## config.mk

```make
export PLATFORM = sky130hd
export DESIGN_NAME = rre_ctrl
export DESIGN_NICKNAME = d
export VERILOG_FILES = /design/src/hw/rtl/rre_pkg.sv /design/src/hw/rtl/rre_ctrl.sv
export SDC_FILE = /design/constraint.sdc
export NUM_CORES = 1
export LEC_CHECK = 0
export BUFFER_PORTS_ARGS = -buffer_cell sky130_fd_sc_hd__buf_2
export CELL_PAD_IN_SITES_DETAIL_PLACEMENT = 2
export CELL_PAD_IN_SITES_GLOBAL_PLACEMENT = 2
export CORE_MARGIN = 1
export CORE_UTILIZATION = 26
export DETAILED_ROUTE_END_ITERATION = 7
export GPL_ROUTABILITY_DRIVEN = 0
export GPL_TIMING_DRIVEN = 0
export PLACE_DENSITY_LB_ADDON = 0.15
export SETUP_SLACK_MARGIN = 0.3
export SKIP_CTS_REPAIR_TIMING = 1
export SLEW_MARGIN = 20
export SYNTH_ARGS = -nofsm -noshare
export SYNTH_HDL_FRONTEND = slang
export SYNTH_SLANG_ARGS = --single-unit
export TNS_END_PERCENT = 5
```

## constraint.sdc

```tcl
create_clock -name clock -period 1.9 [get_ports clock]
set_input_delay 0.38 -clock clock [delete_from_list [all_inputs] [get_ports clock]]
set_output_delay 0.38 -clock clock [all_outputs]
set_load 0.005 [all_outputs]
```

## src/hw/rtl/rre_pkg.sv

```systemverilog
// ----------------------------------------------------------------------------
// rre_pkg
// shared constants, codes and controller/datapath interface types for the
// rectangle raster engine
// ----------------------------------------------------------------------------
package rre_pkg;

   localparam int MAX_WIDTH  = 64;
   localparam int MAX_HEIGHT = 64;
   localparam int FB_DEPTH   = MAX_WIDTH * MAX_HEIGHT;
   localparam int ADDR_W     = $clog2(FB_DEPTH);
   localparam int X_W        = $clog2(MAX_WIDTH + 1);
   localparam int Y_W        = $clog2(MAX_HEIGHT + 1);

   localparam int PIX_W   = 32;
   localparam int COORD_W = 13;
   localparam int SUM_W   = COORD_W + 1;
   localparam int CFG_W   = 7;
   localparam int FUNC_W  = 2;

   localparam logic [CFG_W-1:0] FB_WIDTH_RESET  = 7'd64;
   localparam logic [CFG_W-1:0] FB_HEIGHT_RESET = 7'd64;

   typedef enum logic [FUNC_W-1:0] {
      FUNC_PLOT    = 2'd0,
      FUNC_FILL    = 2'd1,
      FUNC_OUTLINE = 2'd2,
      FUNC_READ    = 2'd3
   } func_type;

   typedef enum logic {
      CSR_FB_WIDTH  = 1'b0,
      CSR_FB_HEIGHT = 1'b1
   } csr_index_type;

   typedef struct packed {
      logic clear_en;
      logic load_req;
      logic setup;
      logic read_en;
      logic write_en;
      logic step;
      logic capture;
      logic load_rsp;
   } dp_cmd_type;

   typedef struct packed {
      logic clear_last;
      logic empty;
      logic is_read;
      logic on_path;
      logic last_pixel;
   } dp_status_type;

endpackage

```

## src/hw/rtl/rre_ctrl.sv

```systemverilog
// ----------------------------------------------------------------------------
// rre_ctrl
// sequencer for the clearing pass, request intake, pixel scan with
// read-modify-write and response hand-off
// ----------------------------------------------------------------------------
module rre_ctrl (
   input  logic                   clock,
   input  logic                   reset,
   input  logic                   req_valid,
   output logic                   req_ready,
   output logic                   rsp_valid,
   input  logic                   rsp_ready,
   input  rre_pkg::dp_status_type status,
   output rre_pkg::dp_cmd_type    cmd
);

   import rre_pkg::*;

   typedef enum logic [6:0] {
      S_CLEAR  = 7'b0000001,
      S_IDLE   = 7'b0000010,
      S_SETUP  = 7'b0000100,
      S_VISIT  = 7'b0001000,
      S_MODIFY = 7'b0010000,
      S_FETCH  = 7'b0100000,
      S_RESP   = 7'b1000000
   } state_type;

   state_type state_ff, state_in;
   logic      rsp_valid_ff, rsp_valid_in;

   always_comb begin
      state_in  = state_ff;
      cmd       = '0;
      req_ready = 1'b0;
      unique case (state_ff)
         S_CLEAR: begin
            cmd.clear_en = 1'b1;
            if (status.clear_last) begin
               state_in = S_IDLE;
            end
         end
         S_IDLE: begin
            req_ready = 1'b1;
            if (req_valid) begin
               cmd.load_req = 1'b1;
               state_in     = S_SETUP;
            end
         end
         S_SETUP: begin
            cmd.setup = 1'b1;
            state_in  = status.empty ? S_RESP : S_VISIT;
         end
         S_VISIT: begin
            if (status.is_read) begin
               cmd.read_en = 1'b1;
               state_in    = S_FETCH;
            end else if (status.on_path) begin
               cmd.read_en = 1'b1;
               state_in    = S_MODIFY;
            end else begin
               cmd.step = 1'b1;
               state_in = status.last_pixel ? S_RESP : S_VISIT;
            end
         end
         S_MODIFY: begin
            cmd.write_en = 1'b1;
            cmd.step     = 1'b1;
            state_in     = status.last_pixel ? S_RESP : S_VISIT;
         end
         S_FETCH: begin
            cmd.capture = 1'b1;
            state_in    = S_RESP;
         end
         S_RESP: begin
            if (!rsp_valid_ff || rsp_ready) begin
               cmd.load_rsp = 1'b1;
               state_in     = S_IDLE;
            end
         end
         default: begin
            state_in = S_IDLE;
         end
      endcase
   end

   always_comb begin
      if (cmd.load_rsp) begin
         rsp_valid_in = 1'b1;
      end else if (rsp_ready) begin
         rsp_valid_in = 1'b0;
      end else begin
         rsp_valid_in = rsp_valid_ff;
      end
   end

   always_ff @(posedge clock) begin
      if (reset) begin
         state_ff     <= S_CLEAR;
         rsp_valid_ff <= 1'b0;
      end else begin
         state_ff     <= state_in;
         rsp_valid_ff <= rsp_valid_in;
      end
   end

   assign rsp_valid = rsp_valid_ff;

   a_write_after_read: assert property (@(posedge clock) disable iff (reset)
      cmd.write_en |-> $past(cmd.read_en))
      else $error("pixel write without preceding read");

   a_clear_exclusive: assert property (@(posedge clock) disable iff (reset)
      cmd.clear_en |-> !(cmd.write_en || cmd.read_en || req_ready))
      else $error("framebuffer access during clearing pass");

   a_rsp_loaded: assert property (@(posedge clock) disable iff (reset)
      cmd.load_rsp |=> rsp_valid_ff)
      else $error("response loaded but not presented");

   a_setup_follows: assert property (@(posedge clock) disable iff (reset)
      cmd.load_req |=> cmd.setup)
      else $error("request taken without setup");

endmodule

```

; ---- After elaboration in Yosys (flattened, before gate mapping)
; Index checks and enable logic that the tools add are counted.
[totals]
regBits = 8
in_bits = 9
[classes]
reduce_logical = 4
eq_ne = 10
n_mux = 25
[ops]
columns = cell, n
row1 = 7-bit 2-to-1 mux, 7
row2 = 7-bit case mux with 7 select lines, 1
row3 = 1-bit 2-to-1 mux, 16
row4 = "7-bit by 1-bit == test with 1-bit output, second input constant", 1
row5 = "7-bit by 2-bit == test with 1-bit output, second input constant", 1
row6 = "7-bit by 3-bit == test with 1-bit output, second input constant", 1
row7 = "7-bit by 4-bit == test with 1-bit output, second input constant", 1
row8 = "7-bit by 5-bit == test with 1-bit output, second input constant", 1
row9 = "7-bit by 6-bit == test with 1-bit output, second input constant", 1
row10 = "7-bit == test, second input constant", 1
row11 = "2-bit inequality test, second input constant", 3
row12 = 3-bit AND reduction, 1
row13 = 1-bit case mux with 2 select lines, 1
row14 = 2-bit nonzero test, 1
row15 = 1-bit logical NOT, 1
row16 = 1-bit logical OR, 1

; ---- Logic depth before layout (Yosys ltp)
; Gate-level depths: netlist (run 1).
[depth]
word_depth = 5
mapped_depth = 5
ltp_nobuf = 4

; ---- Least setup slack after synthesis (run 1)
; No wires, ideal clock.
[synth_path]
path_kind = reg-to-output
startpoint = reg state_ff[2]
endpoint = out cmd[6] (netlist bit)
arrival_time_ns = 1.431
slack_ns = 0.089
stages_incl_launch_ff = 5
cell_sequence = dfxtp_1 -> buf_6 -> or4_4 -> nor4b_4 -> and2_4
[synth_rtl]
columns = item, line_no
row1 = "start, declared", rre_ctrl.sv:29  ; state_type state_ff, state_in;
row2 = "start signal, assigned", rre_ctrl.sv:102  ; state_ff <= state_in;
row3 = "end, declared", rre_ctrl.sv:14  ; output rre_pkg::dp_cmd_type cmd

==> results of run 1 <==
[cell families after synthesis]
family | after synthesis | share of synthesized area
simple gates | 33 | 0.423
compound gates | 9 | 0.134
flops | 8 | 0.300
buf+inv | 7 | 0.0915
xor+xnor | 2 | 0.0329
mux | 1 | 0.0188
[critical path: stages, from the launching register on]
cell and delay, ps:
dfxtp_2 320, buf_6 120, or4_4 570, nor4b_4 310, and2_4 190, buf_6 90
[final cells by class]
class | count | area, um2
multi-input cells | 45 | 340
flip-flops and latches | 8 | 163
fillers | 242 | 1180
inverters | 3 | 11.3
well taps | 27 | 33.8
plain buffers | 4 | 43.8
repair buffers | 24 | 148
clock buffers | 3 | 22.5
[worst min-delay path by stage]
stage | end
after floorplan | rsp_valid
after global placement | rsp_valid
after detailed placement | rsp_valid
after CTS | state_ff[4]
after global routing | state_ff[4]
final | state_ff[4]
[registers in the layout (all words and copies together) (netlist names)]
| name | cells |
|---|---|
| rsp_valid | 1 |
| state_ff | 7 |
[layer usage]
layer  wire (um)  vias to the layer above  track usage
met5           0                        -            0
met4           0                        0       0.0343
met3          47                        0       0.0462
met2         757                       14        0.219
met1         757                      271        0.189
li1            -                      271            -
[cell usage in the layout, fill, tap and decap left out, drive strengths merged]
master and count:
nor2 9, mux2i 1, nor4b 3, nor3b 2
inv 3, and2 1, and2b 1, o32a 2
nor3 3, nor2b 2, a21o 1, a22oi 1
nand4b 2, o32ai 1, or4b 1, buf 27
clkbuf 4, nand2 4, and4b 1, dfxtp 8
nand2b 2, a211oi 1, or4 2, xnor2 2
a21oi 3
[power breakdown]
part           total (W)  switching [W]  internal (W)  leakage (nW)
combinational  0.0000682      0.0000286     0.0000396         0.253
clock           0.000137      0.0000648     0.0000727        0.0138
sequential      0.000182     0.00000952      0.000173        0.0662
[metrics by stage]
| step | setup slack [ps] | total power (W) |
|---|---|---|
| after global routing | -370 | 0.000406 |
| after detailed placement | -46.5 | 0.000242 |
| after global placement | -40.0 | 0.000242 |
| after floorplan | 89.2 | 0.000218 |
| final | -331 | 0.000388 |
| after CTS | -338 | 0.000381 |
==> impl_metrics.ini, run 1 <==
[finish]
final_core_utilization = 0.392
num-nets-final = 98
final_std_cells_w_o_fill = 114
design_area_um2 = 762
antenna_cells_inserted = 0
area.growth.synth_to_final_pct = 43.0
drive_gt1_frac = 0.483

[clock_network]
numClockSinks = 8
cts.root.buffer_cell = clkbuf_4
worstSkewPairLatency_ps = 260
cts.reportedPaths.clkPinSlew_ps = 60
numCtsBuffers = 3
maximum_level_of_the_cts_h_tree = 1
cts-root-to-sink-buffers = 2
cts_tree = done

[yosys]
yosys.cell_count.top_type = nor2_1
synthesized_cell_area_um2 = 533
yosys_register_bits = 8
sequential_element_share_of_the_synthesized_area = 0.300
yosysWarnings = 0
async_reset_ff_frac = 0
ys_dominant_reg_cell = dfxtp_1
synth_cell_types = 30
synth_top_area_frac = 0.300
postSynthAreaPerCell_um2 = 8.88
synth_net_count = 69
synth_largest_area_cell = dfxtp_1
synth.cells.most_frequent = nor2_1 (9), dfxtp_1 (8), nand2_1 (4)
syn_inst = 60
synth_top_cells_by_area = dfxtp_1 (30%), nor2_1 (6.3%), nor4b_4 (4.5%), o32a_1 (3.8%), nand4b_1 (3.3%)
synth_enable_flop_cells = 0

[floorplan]
fp.dieArea_um2 = 2230
placementRows = 16
start_util = 0.274
core_area_um2 = 1940
die_height_um = 47.3
floorplan.die.width_um = 47.3
top_level_ports = 19

[setup_path]
worstSetupPathType = flop to output pin
worst_r2r_endpoint = state_ff[1]
timing.reg2reg.setup_slack_ps = 120
startpoint_type = flop
end_kind = output pin
critical_path.startpoint = state_ff[3]
reg_to_reg_critical_path_startpoint = state_ff[3]
crit_fanout = 6
worst_ep_arrival_time_ps = 1850
endpoint = cmd[6]
worstRegToRegCells = 6
crit_required_ps = 1520

[routing]
drt-wirelength-per-cell_um = 13.7
antenna_violating_nets_post_route = 0
detailed_route_iter0_violations = 9
first_pass_iters = 2
routed-via-count = 556
finalWirelength_um = 1560
drt_drc_violations_left = 0
route.detailed.vias_per_inst = 4.88

[timing]
hold_viol = 0
post-route-worst-setup-slack_ps = -331
slew_headroom = 0.773
max_slew.worst_pin.slew_ps = 340
rsz_0062_raised_after_global_routing = true
timing.fmax_mhz = 448
layout_worst_path_cycle_share = 1.17
final-max-slew-violation-count = 0
fin_tns_setup_ps = -983
post-route-min-period_ps = 2230
final.hold.worst_slack_ps = 324
setup_viol_count_final = 5
final.setup_skew_ps = 8.64

[place]
dpl_cell_area_um2 = 657
placedCellCount = 105
place_hpwl_um = 1060
portBuffers = 18

[grt]
grt.total_usage = 0.142
via_count_of_the_first_global_routing_pass = 499
grt_max_degree = 10
globalRoute.totalOverflow = 0
number_of_antenna_violations_at_the_first_check_in_global_routing = 0
grt_pass1_wl_um = 2180

[min_path]
hold_path.startpoint = status[2]
cell_count_of_the_worst_hold_path = 2
hold_class = input port to flop

[flow_run]
drv_cap = 0

[pwr]
peakVddDrop_mv = 0.294
powerDensity_nw_per_um2 = 509
power.static_leakage_nw = 0.333

[status]
failed_checks = negative setup slack
outcome = finished with violations
Note: power is estimated with default switching activity, not from simulation.
==> run 2: changes to the inputs <==
--- a/config.mk
+++ b/config.mk
@@ -8,13 +8,13 @@
 export BUFFER_PORTS_ARGS = -buffer_cell sky130_fd_sc_hd__buf_2
 export CELL_PAD_IN_SITES_DETAIL_PLACEMENT = 2
 export CELL_PAD_IN_SITES_GLOBAL_PLACEMENT = 2
+export CORE_ASPECT_RATIO = 1.4
 export CORE_MARGIN = 1
 export CORE_UTILIZATION = 26
 export DETAILED_ROUTE_END_ITERATION = 7
-export GPL_ROUTABILITY_DRIVEN = 0
+export GPL_ROUTABILITY_DRIVEN = 1
 export GPL_TIMING_DRIVEN = 0
 export PLACE_DENSITY_LB_ADDON = 0.15
-export SETUP_SLACK_MARGIN = 0.3
 export SKIP_CTS_REPAIR_TIMING = 1
 export SLEW_MARGIN = 20
 export SYNTH_ARGS = -nofsm -noshare
==> run 2 against run 1 <==
Against the previous run: the run still ends with negative setup slack left; die area up 0.12%; critical path depth down 1; hold slack worse by 3.1 ps; first-iteration DRC count down 78%; global-route usage up 0.37 points; clock-buffer cell count unchanged; sequential power about the same; cell count down 6.1%; setup slack better by 58 ps; design area down 2.8%; critical path type unchanged.
==> impl_metrics.ini, run 2 (same netlist as run 1, synthesis figures left out) <==
[timing]
post-route-min-period_ps = 2170
rsz_0062_raised_after_global_routing = true
final.setup_skew_ps = 0.558
final-max-slew-violation-count = 0
layout_worst_path_cycle_share = 1.14
max_slew.worst_pin.slew_ps = 319
setup_viol_count_final = 5
hold_viol = 0
final.hold.worst_slack_ps = 321
slew_headroom = 0.787
post-route-worst-setup-slack_ps = -273
timing.fmax_mhz = 460

[setup_path]
crit_required_ps = 1520
reg_to_reg_critical_path_startpoint = state_ff[3]
critical_path.startpoint = state_ff[3]
startpoint_type = flop
crit_chain = or4_4 > nor4b_4 > and2_4 > buf_6
critical_path_cell_count = 4
cpMaxStageDelayCell = or4_4
worstSetupPathType = flop to output pin
endpoint = cmd[6]
end_kind = output pin
cp_bufs_invs = 1
timing.critical_path.slowest_cell_delay_ps = 560
worst_path_dominant_cell_family = simple AND/OR/NAND/NOR gates
worst_ep_arrival_time_ps = 1790
timing.reg2reg.setup_slack_ps = 190
crit_fanout = 6
worstRegToRegCells = 5
worst_r2r_endpoint = state_ff[2]

[pwr]
share_comb_of_total_power = 0.168
cell_internal_pwr_w = 0.000282
peakVddDrop_mv = 0.279
switching_share = 0.261
share_of_power_burned_in_registers = 0.479
clock_power_share = 0.353
power.static_leakage_nw = 0.330
powerDensity_nw_per_um2 = 514
p_switching_w = 0.0000993

[floorplan]
die_height_um = 55.6
top_level_ports = 19
floorplan.die.width_um = 40.3
start_util = 0.273
placementRows = 19
core_area_um2 = 1950
fp.dieArea_um2 = 2240

[place]
portBuffers = 18
preCtsSetupSlack_ps = -59.1
gpl.final_weighted_congestion = 0.694
placedCellCount = 99
place_hpwl_um = 1090

[finish]
top_register = state_ff
layout_commonest_cell = buf_2
fill_count = 241
final_cell_mix = buf_2 (17), nor2_1 (9), buf_4 (8)
area.growth.synth_to_final_pct = 39.0
final_std_cells_w_o_fill = 107
num-nets-final = 97
number_of_flip_flops_in_the_largest_register = 7
drive_gt1_frac = 0.477
antenna_cells_inserted = 0

[grt]
number_of_antenna_violations_at_the_first_check_in_global_routing = 0
grt.total_usage = 0.145
grt_pass1_wl_um = 2280
grt_max_degree = 10
via_count_of_the_first_global_routing_pass = 526
globalRoute.totalOverflow = 0

[clock_network]
cts.reportedPaths.clkPinSlew_ps = 50
cts-root-to-sink-buffers = 2
cts_tree = done
maximum_level_of_the_cts_h_tree = 1
numClockSinks = 8
numCtsBuffers = 3
cts.root.buffer_cell = clkbuf_4
worstSkewPairLatency_ps = 260

[routing]
routed-via-count = 539
drt_drc_violations_left = 0
antenna_violating_nets_post_route = 0
route.detailed.vias_per_inst = 5.04
drt-wirelength-per-cell_um = 13.2
finalWirelength_um = 1410
detailed_route_iter0_violations = 2
first_pass_iters = 2

[status]
outcome = finished with violations
failed_checks = negative setup slack

[min_path]
hold_class = input port to flop

[flow_run]
drv_cap = 0
==> run 2: stage by stage <==
| step | cell area (um2) | power [W] | setup TNS [ps] | utilization |
|---|---|---|---|---|
| after floorplan | 533 | 0.000218 | 0 | - |
| after global placement | 649 | 0.000242 | -39.0 | 0.333 |
| final | 741 | 0.000381 | -867 | 0.380 |
| after detailed placement | 649 | 0.000243 | -59.1 | 0.333 |
| after global routing | 741 | 0.000409 | -1370 | 0.380 |
| after CTS | 672 | 0.000384 | -1160 | 0.345 |
==> run 2: metal layers <==
layer | vias to the layer above | track usage | part of all wire
li1 | 269 | - | -
met1 | 251 | 0.167 | 0.40
met2 | 17 | 0.242 | 0.53
met3 | 2 | 0.0600 | 0.062
met4 | 0 | 0.0286 | 0.0099
met5 | - | 0 | 0
==> run 2: area by class of cell <==
class                      instances  area (um2)  share of cell area
clock buffer                       3        22.5              0.0304
tap                               21        26.3              0.0355
sequential                         8         169               0.228
buffer                             2        21.3              0.0287
timing repair buffer              25         149               0.201
inverter                           3        11.3              0.0152
multi-input combinational         45         342               0.461
==> run 2: worst min-delay path by stage <==
stage | start | end | cells past startpoint
floorplan | reset | rsp_valid | 1
global placement | rsp_valid | rsp_valid | 2
detailed placement | rsp_valid | rsp_valid | 2
CTS | status[2] | state_ff[4] | 2
global route | status[2] | state_ff[4] | 2
finish | status[2] | state_ff[4] | 2
==> run 2: power by group through the flow <==
stage	logic, W	clock network [W]	registers, W
final	0.0000642	0.000134	0.000182
after global routing	0.0000717	0.000153	0.000183
after CTS	0.0000576	0.000144	0.000182
after detailed placement	0.0000573	0	0.000186
after global placement	0.0000565	0	0.000186
after floorplan	0.0000350	0	0.000183
==> run 3: changes to the inputs <==
--- a/config.mk
+++ b/config.mk
@@ -8,13 +8,14 @@
 export BUFFER_PORTS_ARGS = -buffer_cell sky130_fd_sc_hd__buf_2
 export CELL_PAD_IN_SITES_DETAIL_PLACEMENT = 2
 export CELL_PAD_IN_SITES_GLOBAL_PLACEMENT = 2
-export CORE_ASPECT_RATIO = 1.4
 export CORE_MARGIN = 1
 export CORE_UTILIZATION = 26
 export DETAILED_ROUTE_END_ITERATION = 7
 export GPL_ROUTABILITY_DRIVEN = 1
 export GPL_TIMING_DRIVEN = 0
+export MAX_ROUTING_LAYER = met4
 export PLACE_DENSITY_LB_ADDON = 0.15
+export RECOVER_POWER = 100
 export SKIP_CTS_REPAIR_TIMING = 1
 export SLEW_MARGIN = 20
 export SYNTH_ARGS = -nofsm -noshare
==> run 3 against run 2 <==
Against the previous run: the run still ends with negative setup slack left; clock power grew 3%; power decreased by 0.11%; maximum frequency is 0.75% higher; largest cell class unchanged.
==> impl_metrics.ini, run 3 (same netlist as run 1, synthesis figures left out) <==
[clock_network]
worstSkewPairLatency_ps = 260
cts.root.buffer_cell = clkbuf_4
cts_tree = done
maximum_level_of_the_cts_h_tree = 1
numClockSinks = 8
numCtsBuffers = 3
cts.reportedPaths.clkPinSlew_ps = 60
cts-root-to-sink-buffers = 2

[timing]
timing.fmax_mhz = 464
setup_viol_count_final = 5
max_slew.worst_pin.slew_ps = 362
slew_headroom = 0.758
post-route-worst-setup-slack_ps = -257
final-max-slew-violation-count = 0
post-route-min-period_ps = 2160
rsz_0062_raised_after_global_routing = true
hold_viol = 0
layout_worst_path_cycle_share = 1.14
fin_tns_setup_ps = -848
final.setup_skew_ps = 2.00

[grt]
grt_pass1_wl_um = 2160
via_count_of_the_first_global_routing_pass = 473
globalRoute.totalOverflow = 0
number_of_antenna_violations_at_the_first_check_in_global_routing = 0
grt_max_degree = 10
grt.total_usage = 0.150

[status]
failed_checks = negative setup slack
outcome = finished with violations

[floorplan]
top_level_ports = 19
fp.dieArea_um2 = 2230
placementRows = 16
start_util = 0.274
die_height_um = 47.3
core_area_um2 = 1940
floorplan.die.width_um = 47.3

[min_path]
hold_class = input port to flop
hold_path.startpoint = status[2]

[routing]
drt-wirelength-per-cell_um = 13.7
antenna_violating_nets_post_route = 0
first_pass_iters = 1
route.detailed.vias_per_inst = 4.84
drt_drc_violations_left = 0
finalWirelength_um = 1500
routed-via-count = 532
detailed_route_iter0_violations = 0

[setup_path]
crit_chain = or4_4 > nor4b_4 > and2_4 > buf_6
startpoint_type = flop
worst_ep_arrival_time_ps = 1780
worstSetupPathType = flop to output pin
cpMaxStageDelayCell = or4_4
critical_path.startpoint = state_ff[3]
end_kind = output pin
reg_to_reg_critical_path_startpoint = state_ff[3]
crit_required_ps = 1520
timing.reg2reg.setup_slack_ps = 200
timing.critical_path.slowest_cell_delay_ps = 570
crit_fanout = 6

[finish]
num-nets-final = 94
number_of_flip_flops_in_the_largest_register = 7
antenna_cells_inserted = 0
top_register = state_ff
area.growth.synth_to_final_pct = 34.3
fill_count = 250
final_cell_mix = buf_2 (16), nor2_1 (9), dfxtp_1 (5)
layout_commonest_cell = buf_2
drive_gt1_frac = 0.446

[pwr]
power.static_leakage_nw = 0.305
powerDensity_nw_per_um2 = 532
p_total_w = 0.000381
peakVddDrop_mv = 0.324

[place]
portBuffers = 18
place_hpwl_um = 1040
preCtsSetupSlack_ps = -44.8
gpl.final_weighted_congestion = 0.733

[flow_run]
drv_cap = 0
## run 3: routing by layer
layer  global-route usage  vias to the layer above  wire length, um  share of wire
met2                0.208                       12              666           0.44
met5                    -                        -                0              0
met4               0.0857                        0               14         0.0093
li1                     -                      261                -              -
met1                0.203                      257              764           0.51
met3               0.0231                        2               58          0.039
## run 3: final timing paths
| check | endpoint | cells after the start |
|---|---|---|
| worst min-delay path | state_ff[4] | 2 |
| worst min register to register | rsp_valid | 2 |
| worst max-delay path | cmd[6] | 4 |
| worst max register to register | state_ff[1] | 5 |
## run 3: worst max-delay path, delay by kind of cell (launching register included)
| family | cells | cell delay, ps |
|---|---|---|
| buffers and inverters | 1 | 90 |
| DFF | 1 | 360 |
| and+or+nand+nor | 3 | 1070 |
## run 3: cell type report
cell class,count,area [um2],area share
sequential,8,169,0.236
buffer,2,21.3,0.0297
tap,27,33.8,0.0472
inverter,3,11.3,0.0157
multi-input combinational,45,328,0.458
timing repair buffer,22,130,0.182
clock buffer,3,22.5,0.0315
## run 3: where the power goes
part | internal, W | switching, W
Sequential | 0.000170 | 0.00000951
Combinational | 0.0000364 | 0.0000270
Clock | 0.0000728 | 0.0000647
## run 3: through the flow
stage	utilization	cell area (um2)	hold slack, ps	std cells
global placement	0.338	657	547	105
detailed placement	0.338	657	568	105
CTS	0.350	679	318	108
floorplan	-	533	449	60
global route	0.369	716	323	110
finish	0.369	716	318	110
